### src/sv/ssbc_pkg.sv
// ----------------------------------------------------------------------------
// SPI SRAM sector bank controller: shared types and constants
// Field widths, item and result layouts, codes, and the command and status
// bundles that pass between the controller and the datapath.
// ----------------------------------------------------------------------------
package ssbc_pkg;

   localparam int MAX_CHIPS_DEF = 16;
   localparam int ADDR_BITS_DEF = 24;

   localparam int CHIP_SIZE_W   = 25;
   localparam int SECTOR_SIZE_W = 13;
   localparam int CHIP_COUNT_W  = 5;
   localparam int SECTOR_W      = 24;
   localparam int COUNT_W       = 16;
   localparam int CHIP_W        = 4;
   localparam int INFO_W        = 32;
   localparam int FUNC_W        = 3;
   localparam int ICMD_W        = 3;
   localparam int CSR_ADDR_W    = 2;
   localparam int CSR_DATA_W    = CHIP_SIZE_W;

   // divider operands: widest dividend is sector * sector_size
   localparam int PROD_W    = SECTOR_W + SECTOR_SIZE_W;
   localparam int DIVISOR_W = CHIP_SIZE_W;
   localparam int STEP_W    = $clog2(PROD_W + 1);

   localparam int REQ_DATA_W = 56;
   localparam int RSP_DATA_W = 64;

   localparam logic [CHIP_SIZE_W-1:0]   CHIP_SIZE_RST   = 25'd131072;
   localparam logic [SECTOR_SIZE_W-1:0] SECTOR_SIZE_RST = 13'd512;
   localparam logic [CHIP_COUNT_W-1:0]  CHIP_COUNT_RST  = 5'd1;

   localparam logic [CSR_ADDR_W-1:0] CSR_CHIP_SIZE   = 2'd0;
   localparam logic [CSR_ADDR_W-1:0] CSR_SECTOR_SIZE = 2'd1;
   localparam logic [CSR_ADDR_W-1:0] CSR_CHIP_COUNT  = 2'd2;

   localparam logic [FUNC_W-1:0] FUNC_INIT  = 3'd0;
   localparam logic [FUNC_W-1:0] FUNC_READ  = 3'd1;
   localparam logic [FUNC_W-1:0] FUNC_WRITE = 3'd2;
   localparam logic [FUNC_W-1:0] FUNC_DATA  = 3'd3;
   localparam logic [FUNC_W-1:0] FUNC_IOCTL = 3'd4;

   localparam logic [ICMD_W-1:0] IOCTL_SYNC    = 3'd0;
   localparam logic [ICMD_W-1:0] IOCTL_SECTORS = 3'd1;
   localparam logic [ICMD_W-1:0] IOCTL_SSIZE   = 3'd2;
   localparam logic [ICMD_W-1:0] IOCTL_BSIZE   = 3'd3;

   localparam logic [1:0] ST_OK        = 2'd0;
   localparam logic [1:0] ST_NOT_READY = 2'd1;
   localparam logic [1:0] ST_PARAM     = 2'd2;
   localparam logic [1:0] ST_BUSY      = 2'd3;

   localparam logic [7:0] CMD_READ  = 8'h03;
   localparam logic [7:0] CMD_WRITE = 8'h02;
   localparam logic [7:0] FILL_BYTE = 8'hFF;

   typedef enum logic [1:0] {
      RES_STATUS,
      RES_INFO,
      RES_BUS,
      RES_HDR
   } res_kind_type;

   typedef enum logic {
      MUL_OFFSET,
      MUL_INFO
   } mul_sel_type;

   typedef enum logic [1:0] {
      DIV_SPC,
      DIV_CHIP,
      DIV_OFFSET,
      DIV_INFO
   } div_sel_type;

   // last field in the lowest bits
   typedef struct packed {
      logic [4:0]          pad;
      logic [ICMD_W-1:0]   ioctl_cmd;
      logic [7:0]          data_byte;
      logic [COUNT_W-1:0]  sector_count;
      logic [SECTOR_W-1:0] start_sector;
   } req_data_type;

   typedef struct packed {
      logic [6:0]        pad;
      logic [INFO_W-1:0] info_value;
      logic [1:0]        status;
      logic              read_valid;
      logic [7:0]        read_byte;
      logic              select_active;
      logic [CHIP_W-1:0] chip_index;
      logic              spi_valid;
      logic [7:0]        spi_byte;
   } rsp_data_type;

   typedef struct packed {
      logic         load;
      logic         emit;
      res_kind_type res_kind;
      logic [1:0]   res_status;
      logic         res_last;
      logic         clr_not_ready;
      logic         begin_req;
      logic         set_busy;
      logic         clr_busy;
      logic         byte_step;
      logic         sector_step;
      logic         mul_go;
      mul_sel_type  mul_sel;
      logic         div_go;
      div_sel_type  div_sel;
      logic         spc_load;
      logic         chip_load;
      logic         off_load;
      logic         hdr_dec;
   } ctrl_cmd_type;

   typedef struct packed {
      logic [FUNC_W-1:0] func;
      logic              busy;
      logic              not_ready;
      logic              count_zero;
      logic              info_div;
      logic              byte_end;
      logic              last_sector;
      logic              geom_bad;
      logic              quot_zero;
      logic              chip_out;
      logic              div_busy;
      logic              hdr_last;
      logic              out_free;
   } dp_sts_type;

endpackage

### src/sv/ssbc_div.sv
// ----------------------------------------------------------------------------
// SPI SRAM sector bank controller: shared divider
// Restoring divider, one quotient bit per cycle, giving quotient and remainder.
// ----------------------------------------------------------------------------
module ssbc_div (
   input  logic                              clock,
   input  logic                              reset,
   input  logic                              go,
   input  logic [ssbc_pkg::PROD_W-1:0]       dividend,
   input  logic [ssbc_pkg::DIVISOR_W-1:0]    divisor,
   output logic                              busy,
   output logic [ssbc_pkg::PROD_W-1:0]       quotient,
   output logic [ssbc_pkg::DIVISOR_W-1:0]    remainder
);
   import ssbc_pkg::*;

   logic [PROD_W-1:0]    quo_ff, quo_in;
   logic [DIVISOR_W-1:0] rem_ff, rem_in;
   logic [DIVISOR_W-1:0] dvs_ff, dvs_in;
   logic [STEP_W-1:0]    cnt_ff, cnt_in;
   logic                 run_ff, run_in;

   logic [DIVISOR_W:0]   trial;
   logic [DIVISOR_W:0]   diff;
   logic                 fits;

   assign trial = {rem_ff, quo_ff[PROD_W-1]};
   assign diff  = trial - {1'b0, dvs_ff};
   assign fits  = trial >= {1'b0, dvs_ff};

   always_comb begin
      quo_in = quo_ff;
      rem_in = rem_ff;
      dvs_in = dvs_ff;
      cnt_in = cnt_ff;
      run_in = run_ff;
      if (go) begin
         quo_in = dividend;
         rem_in = '0;
         dvs_in = divisor;
         cnt_in = STEP_W'(PROD_W);
         run_in = 1'b1;
      end else if (run_ff) begin
         // shift in the next dividend bit, keep the quotient bit
         quo_in = {quo_ff[PROD_W-2:0], fits};
         rem_in = fits ? diff[DIVISOR_W-1:0] : trial[DIVISOR_W-1:0];
         cnt_in = cnt_ff - STEP_W'(1);
         run_in = cnt_ff != STEP_W'(1);
      end
   end

   always_ff @(posedge clock) begin
      if (reset) begin
         run_ff <= 1'b0;
         cnt_ff <= '0;
      end else begin
         run_ff <= run_in;
         cnt_ff <= cnt_in;
      end
      quo_ff <= quo_in;
      rem_ff <= rem_in;
      dvs_ff <= dvs_in;
   end

   assign busy      = run_ff;
   assign quotient  = quo_ff;
   assign remainder = rem_ff;

endmodule

### src/sv/ssbc_dp.sv
// ----------------------------------------------------------------------------
// SPI SRAM sector bank controller: datapath
// Configuration, transfer state, sector mapping arithmetic and the result
// register, all driven by commands from the controller.
// ----------------------------------------------------------------------------
module ssbc_dp #(
   parameter int MAX_CHIPS = ssbc_pkg::MAX_CHIPS_DEF,
   parameter int ADDR_BITS = ssbc_pkg::ADDR_BITS_DEF
) (
   input  logic                               clock,
   input  logic                               reset,
   input  ssbc_pkg::ctrl_cmd_type             cmd,
   output ssbc_pkg::dp_sts_type               sts,
   input  logic [ssbc_pkg::REQ_DATA_W-1:0]    req_tdata,
   input  logic [ssbc_pkg::FUNC_W-1:0]        req_tuser,
   output logic                               rsp_tvalid,
   input  logic                               rsp_tready,
   output logic [ssbc_pkg::RSP_DATA_W-1:0]    rsp_tdata,
   output logic                               rsp_tlast,
   input  logic                               csr_we,
   input  logic [ssbc_pkg::CSR_ADDR_W-1:0]    csr_addr,
   input  logic [ssbc_pkg::CSR_DATA_W-1:0]    csr_wdata
);
   import ssbc_pkg::*;

   localparam int ADDR_BYTES = (ADDR_BITS + 7) / 8;
   localparam int ADDR_PAD_W = 8 * ADDR_BYTES;
   localparam int HDR_IDX_W  = $clog2(ADDR_BYTES + 1);

   // configuration
   logic [CHIP_SIZE_W-1:0]   chip_size_ff, chip_size_in;
   logic [SECTOR_SIZE_W-1:0] sector_size_ff, sector_size_in;
   logic [CHIP_COUNT_W-1:0]  chip_count_ff, chip_count_in;

   // held input item
   req_data_type             item_ff, item_in;
   logic [FUNC_W-1:0]        func_ff, func_in;

   // transfer state
   logic                     not_ready_ff, not_ready_in;
   logic                     busy_ff, busy_in;
   logic                     is_write_ff, is_write_in;
   logic [SECTOR_W-1:0]      sector_ff, sector_in;
   logic [COUNT_W-1:0]       left_ff, left_in;
   logic [SECTOR_SIZE_W-1:0] byte_idx_ff, byte_idx_in;
   logic [CHIP_W-1:0]        chip_ff, chip_in;

   // mapping arithmetic
   logic [DIVISOR_W-1:0]     spc_ff, spc_in;
   logic [PROD_W-1:0]        prod_ff, prod_in;
   logic [ADDR_BITS-1:0]     off_ff, off_in;
   logic [HDR_IDX_W-1:0]     hdr_idx_ff, hdr_idx_in;

   // result register
   rsp_data_type             rsp_ff, rsp_in;
   logic                     rsp_last_ff, rsp_last_in;
   logic                     rsp_valid_ff, rsp_valid_in;

   logic [CHIP_COUNT_W-1:0]  eff_chips;
   logic [PROD_W-1:0]        div_dividend;
   logic [DIVISOR_W-1:0]     div_divisor;
   logic                     div_busy;
   logic [PROD_W-1:0]        quotient;
   logic [DIVISOR_W-1:0]     remainder;
   logic                     byte_end;
   logic                     out_free;
   logic [ADDR_PAD_W-1:0]    addr_pad;
   logic [ADDR_PAD_W-1:0]    addr_shift;
   logic                     hdr_is_cmd;
   logic [INFO_W-1:0]        info_value;
   logic [1:0]               info_status;
   rsp_data_type             res;

   assign eff_chips = (chip_count_ff > CHIP_COUNT_W'(MAX_CHIPS))
                    ? CHIP_COUNT_W'(MAX_CHIPS) : chip_count_ff;

   assign byte_end = ({1'b0, byte_idx_ff} + (SECTOR_SIZE_W + 1)'(1))
                     >= {1'b0, sector_size_ff};
   assign out_free = !rsp_valid_ff || rsp_tready;

   // ---- divider operand selection ----
   always_comb begin
      unique case (cmd.div_sel)
         DIV_SPC: begin
            div_dividend = PROD_W'(chip_size_ff);
            div_divisor  = DIVISOR_W'(sector_size_ff);
         end
         DIV_CHIP: begin
            div_dividend = PROD_W'(sector_ff);
            div_divisor  = spc_ff;
         end
         DIV_OFFSET: begin
            div_dividend = prod_ff;
            div_divisor  = chip_size_ff;
         end
         default: begin
            div_dividend = prod_ff;
            div_divisor  = DIVISOR_W'(sector_size_ff);
         end
      endcase
   end

   ssbc_div u_div (
      .clock     (clock),
      .reset     (reset),
      .go        (cmd.div_go),
      .dividend  (div_dividend),
      .divisor   (div_divisor),
      .busy      (div_busy),
      .quotient  (quotient),
      .remainder (remainder)
   );

   // ---- header byte: command first, then offset most significant byte first ----
   assign addr_pad   = ADDR_PAD_W'(off_ff);
   assign addr_shift = addr_pad >> {hdr_idx_ff, 3'b000};
   assign hdr_is_cmd = hdr_idx_ff == HDR_IDX_W'(ADDR_BYTES);

   // ---- ioctl answer ----
   always_comb begin
      info_value = '0;
      case (item_ff.ioctl_cmd)
         IOCTL_SECTORS: info_value = (sector_size_ff == '0) ? '0 : quotient[INFO_W-1:0];
         IOCTL_SSIZE:   info_value = INFO_W'(sector_size_ff);
         IOCTL_BSIZE:   info_value = INFO_W'(1);
         default:       info_value = '0;
      endcase
      case (item_ff.ioctl_cmd) inside
         IOCTL_SYNC, IOCTL_SECTORS, IOCTL_SSIZE, IOCTL_BSIZE: info_status = ST_OK;
         default: info_status = ST_PARAM;
      endcase
   end

   // ---- result assembly ----
   always_comb begin
      res = '0;
      case (cmd.res_kind)
         RES_STATUS: res.status = cmd.res_status;
         RES_INFO: begin
            res.status     = info_status;
            res.info_value = info_value;
         end
         RES_BUS: begin
            res.spi_valid     = 1'b1;
            res.chip_index    = chip_ff;
            res.select_active = !byte_end;
            if (is_write_ff) begin
               res.spi_byte = item_ff.data_byte;
            end else begin
               res.spi_byte   = FILL_BYTE;
               res.read_byte  = item_ff.data_byte;
               res.read_valid = 1'b1;
            end
         end
         default: begin
            res.spi_valid     = 1'b1;
            res.chip_index    = chip_ff;
            res.select_active = 1'b1;
            if (hdr_is_cmd) begin
               res.spi_byte = is_write_ff ? CMD_WRITE : CMD_READ;
            end else begin
               res.spi_byte = addr_shift[7:0];
            end
         end
      endcase
   end

   // ---- next state ----
   always_comb begin
      chip_size_in   = chip_size_ff;
      sector_size_in = sector_size_ff;
      chip_count_in  = chip_count_ff;
      if (csr_we) begin
         unique case (csr_addr)
            CSR_CHIP_SIZE:   chip_size_in   = csr_wdata;
            CSR_SECTOR_SIZE: sector_size_in = csr_wdata[SECTOR_SIZE_W-1:0];
            CSR_CHIP_COUNT:  chip_count_in  = csr_wdata[CHIP_COUNT_W-1:0];
            default: ;
         endcase
      end

      item_in = cmd.load ? req_data_type'(req_tdata) : item_ff;
      func_in = cmd.load ? req_tuser : func_ff;

      not_ready_in = cmd.clr_not_ready ? 1'b0 : not_ready_ff;
      busy_in      = busy_ff;
      if (cmd.set_busy) begin
         busy_in = 1'b1;
      end else if (cmd.clr_busy) begin
         busy_in = 1'b0;
      end

      is_write_in = is_write_ff;
      sector_in   = sector_ff;
      left_in     = left_ff;
      byte_idx_in = byte_idx_ff;
      if (cmd.begin_req) begin
         is_write_in = func_ff == FUNC_WRITE;
         sector_in   = item_ff.start_sector;
         left_in     = item_ff.sector_count;
         byte_idx_in = '0;
      end else if (cmd.sector_step) begin
         sector_in   = sector_ff + SECTOR_W'(1);
         left_in     = left_ff - COUNT_W'(1);
         byte_idx_in = '0;
      end else if (cmd.byte_step) begin
         byte_idx_in = byte_idx_ff + SECTOR_SIZE_W'(1);
      end

      chip_in = cmd.chip_load ? quotient[CHIP_W-1:0] : chip_ff;
      spc_in  = cmd.spc_load ? quotient[DIVISOR_W-1:0] : spc_ff;
      off_in  = cmd.off_load ? remainder[ADDR_BITS-1:0] : off_ff;

      prod_in = prod_ff;
      if (cmd.mul_go) begin
         if (cmd.mul_sel == MUL_OFFSET) begin
            prod_in = PROD_W'(sector_ff * sector_size_ff);
         end else begin
            prod_in = PROD_W'(chip_size_ff * eff_chips);
         end
      end

      hdr_idx_in = hdr_idx_ff;
      if (cmd.off_load) begin
         hdr_idx_in = HDR_IDX_W'(ADDR_BYTES);
      end else if (cmd.hdr_dec) begin
         hdr_idx_in = hdr_idx_ff - HDR_IDX_W'(1);
      end

      rsp_in       = rsp_ff;
      rsp_last_in  = rsp_last_ff;
      rsp_valid_in = rsp_valid_ff && !rsp_tready;
      if (cmd.emit) begin
         rsp_in       = res;
         rsp_last_in  = cmd.res_last;
         rsp_valid_in = 1'b1;
      end
   end

   always_ff @(posedge clock) begin
      if (reset) begin
         chip_size_ff   <= CHIP_SIZE_RST;
         sector_size_ff <= SECTOR_SIZE_RST;
         chip_count_ff  <= CHIP_COUNT_RST;
         not_ready_ff   <= 1'b1;
         busy_ff        <= 1'b0;
         is_write_ff    <= 1'b0;
         sector_ff      <= '0;
         left_ff        <= '0;
         byte_idx_ff    <= '0;
         chip_ff        <= '0;
         hdr_idx_ff     <= '0;
         rsp_valid_ff   <= 1'b0;
      end else begin
         chip_size_ff   <= chip_size_in;
         sector_size_ff <= sector_size_in;
         chip_count_ff  <= chip_count_in;
         not_ready_ff   <= not_ready_in;
         busy_ff        <= busy_in;
         is_write_ff    <= is_write_in;
         sector_ff      <= sector_in;
         left_ff        <= left_in;
         byte_idx_ff    <= byte_idx_in;
         chip_ff        <= chip_in;
         hdr_idx_ff     <= hdr_idx_in;
         rsp_valid_ff   <= rsp_valid_in;
      end
      item_ff     <= item_in;
      func_ff     <= func_in;
      spc_ff      <= spc_in;
      prod_ff     <= prod_in;
      off_ff      <= off_in;
      rsp_ff      <= rsp_in;
      rsp_last_ff <= rsp_last_in;
   end

   // ---- status to the controller ----
   assign sts.func        = func_ff;
   assign sts.busy        = busy_ff;
   assign sts.not_ready   = not_ready_ff;
   assign sts.count_zero  = item_ff.sector_count == '0;
   assign sts.info_div    = (item_ff.ioctl_cmd == IOCTL_SECTORS) && (sector_size_ff != '0);
   assign sts.byte_end    = byte_end;
   assign sts.last_sector = left_ff == COUNT_W'(1);
   assign sts.geom_bad    = (sector_size_ff == '0) || (chip_size_ff == '0);
   assign sts.quot_zero   = quotient == '0;
   assign sts.chip_out    = quotient >= PROD_W'(eff_chips);
   assign sts.div_busy    = div_busy;
   assign sts.hdr_last    = hdr_idx_ff == '0;
   assign sts.out_free    = out_free;

   assign rsp_tvalid = rsp_valid_ff;
   assign rsp_tdata  = rsp_ff;
   assign rsp_tlast  = rsp_last_ff;

endmodule

### src/sv/ssbc_ctrl.sv
// ----------------------------------------------------------------------------
// SPI SRAM sector bank controller: controller
// Decodes each item and sequences sector mapping, header and result beats.
// ----------------------------------------------------------------------------
module ssbc_ctrl (
   input  logic                    clock,
   input  logic                    reset,
   input  logic                    req_tvalid,
   output logic                    req_tready,
   input  ssbc_pkg::dp_sts_type    sts,
   output ssbc_pkg::ctrl_cmd_type  cmd
);
   import ssbc_pkg::*;

   localparam logic [3:0] S_IDLE          = 4'd0;
   localparam logic [3:0] S_DECIDE        = 4'd1;
   localparam logic [3:0] S_INFO_DIV      = 4'd2;
   localparam logic [3:0] S_INFO_WAIT     = 4'd3;
   localparam logic [3:0] S_LOC_SPC       = 4'd4;
   localparam logic [3:0] S_LOC_SPC_WAIT  = 4'd5;
   localparam logic [3:0] S_LOC_CHIP      = 4'd6;
   localparam logic [3:0] S_LOC_CHIP_WAIT = 4'd7;
   localparam logic [3:0] S_LOC_OFF_WAIT  = 4'd8;
   localparam logic [3:0] S_HDR           = 4'd9;
   localparam logic [3:0] S_FAIL          = 4'd10;

   logic [3:0] state_ff, state_in;

   always_comb begin
      state_in = state_ff;
      cmd      = '0;
      cmd.res_kind = RES_STATUS;
      cmd.mul_sel  = MUL_OFFSET;
      cmd.div_sel  = DIV_SPC;
      unique case (state_ff)
         S_IDLE: begin
            if (req_tvalid) begin
               cmd.load = 1'b1;
               state_in = S_DECIDE;
            end
         end
         S_DECIDE: begin
            if (sts.func == FUNC_DATA) begin
               if (!sts.busy) begin
                  if (sts.out_free) begin
                     cmd.emit       = 1'b1;
                     cmd.res_status = ST_PARAM;
                     cmd.res_last   = 1'b1;
                     state_in       = S_IDLE;
                  end
               end else if (sts.out_free) begin
                  cmd.emit     = 1'b1;
                  cmd.res_kind = RES_BUS;
                  cmd.res_last = !sts.byte_end || sts.last_sector;
                  if (!sts.byte_end) begin
                     cmd.byte_step = 1'b1;
                     state_in      = S_IDLE;
                  end else begin
                     cmd.sector_step = 1'b1;
                     if (sts.last_sector) begin
                        cmd.clr_busy = 1'b1;
                        state_in     = S_IDLE;
                     end else begin
                        state_in = S_LOC_SPC;
                     end
                  end
               end
            end else if (sts.busy) begin
               if (sts.out_free) begin
                  cmd.emit       = 1'b1;
                  cmd.res_status = ST_BUSY;
                  cmd.res_last   = 1'b1;
                  state_in       = S_IDLE;
               end
            end else begin
               unique case (sts.func) inside
                  FUNC_INIT: begin
                     if (sts.out_free) begin
                        cmd.emit          = 1'b1;
                        cmd.res_status    = ST_OK;
                        cmd.res_last      = 1'b1;
                        cmd.clr_not_ready = 1'b1;
                        state_in          = S_IDLE;
                     end
                  end
                  FUNC_READ, FUNC_WRITE: begin
                     if (sts.not_ready || sts.count_zero) begin
                        if (sts.out_free) begin
                           cmd.emit       = 1'b1;
                           cmd.res_status = sts.not_ready ? ST_NOT_READY : ST_OK;
                           cmd.res_last   = 1'b1;
                           state_in       = S_IDLE;
                        end
                     end else begin
                        cmd.begin_req = 1'b1;
                        state_in      = S_LOC_SPC;
                     end
                  end
                  FUNC_IOCTL: begin
                     if (sts.info_div) begin
                        cmd.mul_go  = 1'b1;
                        cmd.mul_sel = MUL_INFO;
                        state_in    = S_INFO_DIV;
                     end else if (sts.out_free) begin
                        cmd.emit     = 1'b1;
                        cmd.res_kind = RES_INFO;
                        cmd.res_last = 1'b1;
                        state_in     = S_IDLE;
                     end
                  end
                  default: begin
                     if (sts.out_free) begin
                        cmd.emit       = 1'b1;
                        cmd.res_status = ST_PARAM;
                        cmd.res_last   = 1'b1;
                        state_in       = S_IDLE;
                     end
                  end
               endcase
            end
         end
         S_INFO_DIV: begin
            cmd.div_go  = 1'b1;
            cmd.div_sel = DIV_INFO;
            state_in    = S_INFO_WAIT;
         end
         S_INFO_WAIT: begin
            cmd.div_sel = DIV_INFO;
            if (!sts.div_busy && sts.out_free) begin
               cmd.emit     = 1'b1;
               cmd.res_kind = RES_INFO;
               cmd.res_last = 1'b1;
               state_in     = S_IDLE;
            end
         end
         S_LOC_SPC: begin
            if (sts.geom_bad) begin
               state_in = S_FAIL;
            end else begin
               cmd.div_go  = 1'b1;
               cmd.div_sel = DIV_SPC;
               state_in    = S_LOC_SPC_WAIT;
            end
         end
         S_LOC_SPC_WAIT: begin
            if (!sts.div_busy) begin
               // no whole sector fits in a chip
               if (sts.quot_zero) begin
                  state_in = S_FAIL;
               end else begin
                  cmd.spc_load = 1'b1;
                  cmd.mul_go   = 1'b1;
                  cmd.mul_sel  = MUL_OFFSET;
                  state_in     = S_LOC_CHIP;
               end
            end
         end
         S_LOC_CHIP: begin
            cmd.div_go  = 1'b1;
            cmd.div_sel = DIV_CHIP;
            state_in    = S_LOC_CHIP_WAIT;
         end
         S_LOC_CHIP_WAIT: begin
            cmd.div_sel = DIV_CHIP;
            if (!sts.div_busy) begin
               if (sts.chip_out) begin
                  state_in = S_FAIL;
               end else begin
                  cmd.chip_load = 1'b1;
                  cmd.div_go    = 1'b1;
                  cmd.div_sel   = DIV_OFFSET;
                  state_in      = S_LOC_OFF_WAIT;
               end
            end
         end
         S_LOC_OFF_WAIT: begin
            cmd.div_sel = DIV_OFFSET;
            if (!sts.div_busy) begin
               cmd.off_load = 1'b1;
               cmd.set_busy = 1'b1;
               state_in     = S_HDR;
            end
         end
         S_HDR: begin
            if (sts.out_free) begin
               cmd.emit     = 1'b1;
               cmd.res_kind = RES_HDR;
               cmd.res_last = sts.hdr_last;
               cmd.hdr_dec  = 1'b1;
               if (sts.hdr_last) begin
                  state_in = S_IDLE;
               end
            end
         end
         S_FAIL: begin
            // drop the transfer and report the bad geometry or out-of-range chip
            if (sts.out_free) begin
               cmd.emit       = 1'b1;
               cmd.res_status = ST_PARAM;
               cmd.res_last   = 1'b1;
               cmd.clr_busy   = 1'b1;
               state_in       = S_IDLE;
            end
         end
         default: state_in = S_IDLE;
      endcase
   end

   always_ff @(posedge clock) begin
      if (reset) begin
         state_ff <= S_IDLE;
      end else begin
         state_ff <= state_in;
      end
   end

   assign req_tready = state_ff == S_IDLE;

endmodule

### src/sv/spi_sram_sector_bank_controller_core.sv
// ----------------------------------------------------------------------------
// SPI SRAM sector bank controller core
// Maps sector read and write requests onto SPI byte beats for a bank of
// serial SRAM chips; answers init, ioctl and error cases with status beats.
// ----------------------------------------------------------------------------
// Simple items (a data byte inside a sector, init, status answers, simple ioctl
//   queries) are answered through the result register; no new item is taken
//   until the controller is back in idle.
// Sector start: three shared 1-bit-per-cycle divider passes set chip and offset,
//   then 1 + (ADDR_BITS+7)/8 header beats, one per cycle while the output is free.
// Sector count query: one divider pass.
// Reset: synchronous; config returns to its defaults, the bank is not ready
//   and idle. No clearing pass.
module spi_sram_sector_bank_controller_core #(
   parameter int MAX_CHIPS = ssbc_pkg::MAX_CHIPS_DEF,
   parameter int ADDR_BITS = ssbc_pkg::ADDR_BITS_DEF
) (
   input  logic                               clock,
   input  logic                               reset,
   input  logic                               req_tvalid,
   output logic                               req_tready,
   // start_sector, sector_count, data_byte, ioctl_cmd, zero fill
   input  logic [ssbc_pkg::REQ_DATA_W-1:0]    req_tdata,
   // func
   input  logic [ssbc_pkg::FUNC_W-1:0]        req_tuser,
   output logic                               rsp_tvalid,
   input  logic                               rsp_tready,
   // spi_byte, spi_valid, chip_index, select_active, read_byte, read_valid,
   // status, info_value, zero fill
   output logic [ssbc_pkg::RSP_DATA_W-1:0]    rsp_tdata,
   output logic                               rsp_tlast,
   input  logic                               csr_we,
   input  logic [ssbc_pkg::CSR_ADDR_W-1:0]    csr_addr,
   input  logic [ssbc_pkg::CSR_DATA_W-1:0]    csr_wdata
);
   import ssbc_pkg::*;

   ctrl_cmd_type cmd;
   dp_sts_type   sts;
   rsp_data_type rsp_view;

   ssbc_ctrl u_ctrl (
      .clock      (clock),
      .reset      (reset),
      .req_tvalid (req_tvalid),
      .req_tready (req_tready),
      .sts        (sts),
      .cmd        (cmd)
   );

   ssbc_dp #(
      .MAX_CHIPS (MAX_CHIPS),
      .ADDR_BITS (ADDR_BITS)
   ) u_dp (
      .clock      (clock),
      .reset      (reset),
      .cmd        (cmd),
      .sts        (sts),
      .req_tdata  (req_tdata),
      .req_tuser  (req_tuser),
      .rsp_tvalid (rsp_tvalid),
      .rsp_tready (rsp_tready),
      .rsp_tdata  (rsp_tdata),
      .rsp_tlast  (rsp_tlast),
      .csr_we     (csr_we),
      .csr_addr   (csr_addr),
      .csr_wdata  (csr_wdata)
   );

   assign rsp_view = rsp_data_type'(rsp_tdata);

   a_read_fill: assert property (@(posedge clock) disable iff (reset)
      rsp_tvalid && rsp_view.read_valid |->
         rsp_view.spi_valid && (rsp_view.spi_byte == FILL_BYTE))
      else $error("read beat without fill byte on the bus");

   a_error_final: assert property (@(posedge clock) disable iff (reset)
      rsp_tvalid && (rsp_view.status != ST_OK) |-> rsp_tlast && !rsp_view.spi_valid)
      else $error("error status on a bus beat or before the final beat");

   a_div_in_item: assert property (@(posedge clock) disable iff (reset)
      sts.div_busy |-> !req_tready)
      else $error("divider running while the request side is open");

   a_accept_holds: assert property (@(posedge clock) disable iff (reset)
      req_tvalid && req_tready |=> !req_tready)
      else $error("second item taken before the first was decoded");

endmodule
### config.mk
export PLATFORM = sky130hd
export DESIGN_NAME = spi_sram_sector_bank_controller_core
export DESIGN_NICKNAME = d
export VERILOG_FILES = /design/src/sv/ssbc_pkg.sv /design/src/sv/ssbc_div.sv /design/src/sv/ssbc_dp.sv /design/src/sv/ssbc_ctrl.sv /design/src/sv/spi_sram_sector_bank_controller_core.sv
export SDC_FILE = /design/constraint.sdc
export NUM_CORES = 2
export LEC_CHECK = 0
export ABC_CLOCK_PERIOD_IN_PS = 13700
export BUFFER_PORTS_ARGS = -buffer_cell sky130_fd_sc_hd__buf_2
export CAP_MARGIN = 30
export CORE_MARGIN = 10
export CORE_UTILIZATION = 55
export CTS_CLUSTER_DIAMETER = 30
export DETAILED_ROUTE_END_ITERATION = 7
export GPL_TIMING_DRIVEN = 1
export HOLD_SLACK_MARGIN = 0.03
export PLACE_DENSITY = 0.83
export SLEW_MARGIN = 20
export SYNTH_ARGS = -nofsm -noshare
export SYNTH_HDL_FRONTEND = slang
export SYNTH_HIERARCHICAL = 1
export SYNTH_SLANG_ARGS = --single-unit
### constraint.sdc
create_clock -name clock -period 13.7 [get_ports clock]
set_input_delay 0.685 -clock clock [delete_from_list [all_inputs] [get_ports clock]]
set_output_delay 0.685 -clock clock [all_outputs]
set_load 0.02 [all_outputs]
======== Word-level counts from Yosys, hierarchy flattened ========
Cells that the tools add are included.
word-level totals
  bits in registers ....................... 402
  bits of input ports ..................... 91
  output and inout port bits .............. 67
  logic and storage cells ................. 244
operators by class
  add/sub/neg operators ................... 7
  multiply operators ...................... 2
  $lt $le $gt $ge ......................... 4
  equal/unequal tests ..................... 34
  shift-type cells ........................ 1
  muxes and demuxes ....................... 119
  bitwise gates (word level) .............. 1
  reduce and logical (&&, ||, !) cells .... 39
operator list
  operator               count
  $pmux 32 s3            1
  $mux 37                2
  $pmux 37 s2            1
  $mux 4                 16
  $pmux 25 s2            1
  $mux 24                2
  $mux 3                 16
  $pmux 4 s11            1
  $mux 2                 19
  $ge 37x5->1            1
  $logic_not 37->1       1
  $mul 24x13->37         1
  $mux 1                 34
  $mux 16                2
  $mux 32                1
  $mul 25x5->30          1
  $mux 30                1
  $pmux 14 s2            1
  $ge 26x25->1           1
  $logic_not 25->1       1
  $mux 25                1
  $sub 25x25->25         1
  $add 24x1->24 const B  1
  $shr 24x5->8           1
  other kinds (48)       99

======== Logic depth before layout (Yosys ltp) ========
  word-level depth ........................ 11
  mapped depth ............................ 24

======== By module ========
The synthesis kept the hierarchy.
by module, submodules not included
  module     instances  cells each  area each (um^2)  seq. area each (um^2)
  ssbc_dp    1          2985        27428.8           8067.7
  ssbc_div   1          491         5285.1            2502.4
  ssbc_ctrl  1          121         823.3             80.1

======== Worst setup path before layout ========
OpenSTA, ideal clock, no wires.
  path type ............................... flip-flop to flip-flop
  from .................................... register u_dp.sector_size_ff[9]
  to ...................................... register u_dp.prod_ff[33], data pin
  setup time .............................. 135 ps
  data arrival time ....................... 5675 ps
  setup slack ............................. 7891 ps
  stages on the path, launching flop included .. 22
  period minus slack after synthesis ...... 5809 ps
  path through ............................ dfxtp_1 -> clkbuf_1 -> clkbuf_1 -> nand2_1 -> fa_1 -> inv_1 -> fa_1 -> fa_1 -> fa_1 -> inv_1 -> fa_1 -> inv_1 -> ha_1 -> a21o_1 -> a21oi_2 -> nor2b_1 -> a311oi_4 -> nand3_2 -> a221oi_2 -> o31ai_1 -> or4b_1 -> nand3_1
on the way
  word-level cells in the longest chain between the ends .. 7
RTL lines
  item                                                    line            RTL
  start: declaration                                      ssbc_dp.sv:32   logic [SECTOR_SIZE_W-1:0] sector_size_ff, sector_size_in;
  start signal: assignment                                ssbc_dp.sv:256  sector_size_ff <= sector_size_in;
  branches (longest 7 deep; another with $mul 24x13->37)  -
  end signal: assignment                                  ssbc_dp.sv:271  prod_ff <= prod_in;
  end: declaration                                        ssbc_dp.sv:50   logic [PROD_W-1:0] prod_ff, prod_in;
Several ways; the timed one is not identified.
A chain may end at the register's enable or synchronous reset.

======== Final worst setup path ========
  from .................................... register u_dp.sector_ff[8]
  to ...................................... register u_dp.prod_ff[29], data pin
on the way
  word-level cells in the longest chain between the ends .. 2
RTL lines
  item                      line            RTL
  start: declaration        ssbc_dp.sv:43   logic [SECTOR_W-1:0] sector_ff, sector_in;
  start signal: assignment  ssbc_dp.sv:261  sector_ff <= sector_in;
  $mul 24x13->37            ssbc_dp.sv:217  prod_in = PROD_W'(sector_ff * sector_size_ff);
  $mux 30                   ssbc_dp.sv:216  if (cmd.mul_sel == MUL_OFFSET) begin
No other way between the ends.

==> impl_metrics.toml <==
[outcome]
run_status = "finished, final reports clean"

[place]
gp_congestion = 0.9358
dpl.hpwl_um = 62190
placed_cells = 4327
portBuffers = 145

[route]
routed-via-count = 26170
drtPass1Iterations = 8
antenna_left = 0
drc = 0
drt-wirelength-per-cell_um = 19.28
wirelength_um = 86340
drt-initial-drc-count = 2565
viasPerCell = 5.843

[cts]
cts.sinks = 402
post-cts-setup-buffers = 0
cts_tree = "done"
clk_pin_slew_ns = 0.06
cts_buffer_depth = 3
cts_hold_buf = 0
cts-root-buf = "clkbuf_16"
cts-resized-gates = 0
clkLatencyLatePin_ns = 0.63
numCtsBuffers = 76
htreeDepth = 3

[die]
fp.dieW_um = 266.9
die_h_um = 266.9
die_area_um2 = 71250
start_util_pct = 55.56
io_pins = 158
num_rows = 90
core-area_um2 = 60360

[setup_path]
cp-startpoint = "u_dp/sector_ff[8]"
r2r_cells = 19
cp_common_cell = "fa_1"
start_kind = "flop"
worstReg2RegStart = "u_dp/sector_ff[8]"
path_buf_inv = 3
crit_family = "adder cells"
crit_cells = 19
cp_slowest_cell = "dfxtp_1"
crit_chain = "nand2_1, fa_1, inv_1, fa_1, fa_1, fa_1, inv_1, fa_1, inv_1, ha_1, a21o_1, a21oi_2, nor2b_1, a311oi_4, a31oi_1, a21oi_1, o21ai_0, mux2i_1, o311a_1"
cpPeakStageDelay_ns = 0.94
crit_type = "flop to flop"
crit_path_max_fanout = 18
worst_ep_arrival_time_ns = 6.97
required_ns = 14.18
endpoint_kind = "flop"

[final_layout]
stdcell_count = 4478
layout_common_cells = "450 x inv_1, 441 x nand2_1, 312 x fa_1, 269 x and2_1, 260 x edfxtp_1"
areaGrowthSynthToFinish_pct = 11.26
drive_above_1_share_pct = 10.92
final_common_cell = "inv_1"
final_nets = 4204
fill_cells = 4646

[global_routing]
grt_pass1_wl_um = 137900
antenna_found_initial = 3
grt_max_degree = 83
grt_overflow = 0
grt_pass1_vias = 26160
track_usage_pct = 24.20

[logic_synthesis]
synth_flop_cell = "edfxtp_1"
yosysTopAreaCell = "edfxtp_1"
synthCells = 3597
ys_seq_elements = 402
yosys_warnings = 6
ys_top_cells_by_area = "edfxtp_1 23%, fa_1 19%, dfxtp_1 8.5%, ha_1 6.5%, inv_1 5.0%"
syn_area_um2 = 33540
yosysTopAreaCellShare_pct = 23.28
ys_async_sr_fraction_pct = 0
synth_edf_count = 260
ys_types = 97
syn_avg_cell_area_um2 = 9.324
ys_seq_area_share_pct = 31.76

[timing]
min_period_ns = 6.490
worst_pin_slew_ns = 0.9555
slew_headroom_pct = 36.21
setup_viol = 0
fin_tns_setup_ns = 0
hold_viol = 0
rsz0062_at_grt = "false"
drv_slew = 0
fin_crit_sh_pct = 47.37
fmax_ghz = 0.1541
clock_skew_ns = 0.04126

[worst_hold_path]
hold_start = "req_tdata[45]"
hold_class = "primary input to flop"
hold_depth = 1

[pwr]
p_int_uw = 2864
ir_drop_v = 0.0001140
power.leakage_uw = 0.01662
combPwrFrac_pct = 18.3
swShare_pct = 29.91
p_per_area_nw_per_um2 = 109.5
switching_power_uw = 1222
clock_power_share_pct = 45.4
seq_power_share_pct = 36.3

[flow_run]
max_cap_violations = 0
per-stage QoR:
stage / setup slack [ns] / hold slack [ns] / power [µW] / cell area (µm²) / utilization, %
after global routing: 6.908 / 0.2207 / 4234 / 37310 / 61.81
after global placement: 7.360 / 0.4422 / 2217 / 34600 / 57.33
after detailed placement: 7.271 / 0.4480 / 2232 / 34630 / 57.38
after floorplan: 7.891 / 0.4273 / 2053 / 33560 / -
after CTS: 7.268 / 0.2116 / 4084 / 37230 / 61.69
final: 7.210 / 0.2335 / 4086 / 37310 / 61.82
final timing paths:
path | slack (ns) | end
hold reg to reg | 0.46 | u_dp/chip_count_ff[0]
hold / removal | 0.23 | u_dp/item_ff[45]
setup reg to reg | 7.21 | u_dp/prod_ff[29]
setup / recovery | 7.21 | u_dp/prod_ff[29]
flip-flops by register name, summed over array words and instances (netlist names), 25 cells and up:
| register | cells |
|---|---|
| u_dp/chip_size_ff | 25 |
| u_dp/item_ff | 51 |
| u_dp/prod_ff | 37 |
| u_dp/rsp_tdata | 57 |
| u_dp/spc_ff | 25 |
| u_dp/u_div/dvs_ff | 25 |
| u_dp/u_div/quotient | 37 |
| u_dp/u_div/remainder | 25 |
layout make-up:
| class | instances | area (µm²) | area share (%) |
|---|---|---|---|
| multi-input combinational | 2508 | 20270 | 54.33 |
| sequential | 402 | 10650 | 28.55 |
| clock buffer | 89 | 2033 | 5.449 |
| inverter | 451 | 1693 | 4.537 |
| timing repair buffer | 188 | 1106 | 2.964 |
| tap | 782 | 978.4 | 2.622 |
| clock inverter | 53 | 566.8 | 1.519 |
| antenna | 5 | 12.51 | 0.03353 |
logic make-up (layout without fill, tap and decap cells):
| logic type | Yosys count | in the layout | share of synthesized area [%] |
|---|---|---|---|
| compound gates | 589 | 589 | 11.36 |
| other cells | 1 | 12 | 0.01118 |
| fa+ha+maj | 486 | 486 | 25.12 |
| buf+inv | 693 | 781 | 8.058 |
| simple gates | 1227 | 1227 | 18.05 |
| flops | 402 | 402 | 31.76 |
| mux | 80 | 80 | 2.544 |
| xor+xnor | 119 | 119 | 3.108 |
Yosys cell counts, drive strengths merged (23+ instances only):
cell,count
a22oi,61
dfxtp,142
a21o,61
nand4,30
fa,312
xor2,61
clkbuf,194
mux2i,38
nand2,442
buf,48
inv,451
nor2,236
ha,174
o21ai,93
mux2,42
xnor2,58
nor2b,36
and3,23
nor4,28
and2,271
edfxtp,260
nand3,40
nand2b,29
a21oi,227
power groups by stage:
stage          clock (µW)  sequential (µW)  combinational, µW
6_report             1850             1480                748
5_1_grt              1920             1490                821
4_1_cts              1870             1480                734
2_1_floorplan           0             1470                581
3_5_place_dp            0             1500                727
3_3_place_gp            0             1500                715
routing by layer:
metal	GRT usage, %	vias up	part of all wire [%]
li1	-	11920	-
met1	29.36	12740	38
met2	40.94	1242	49
met3	4.427	260	8.6
met4	11.90	0	4.6
met5	0	-	0
Note: power is estimated with default switching activity, not from simulation.
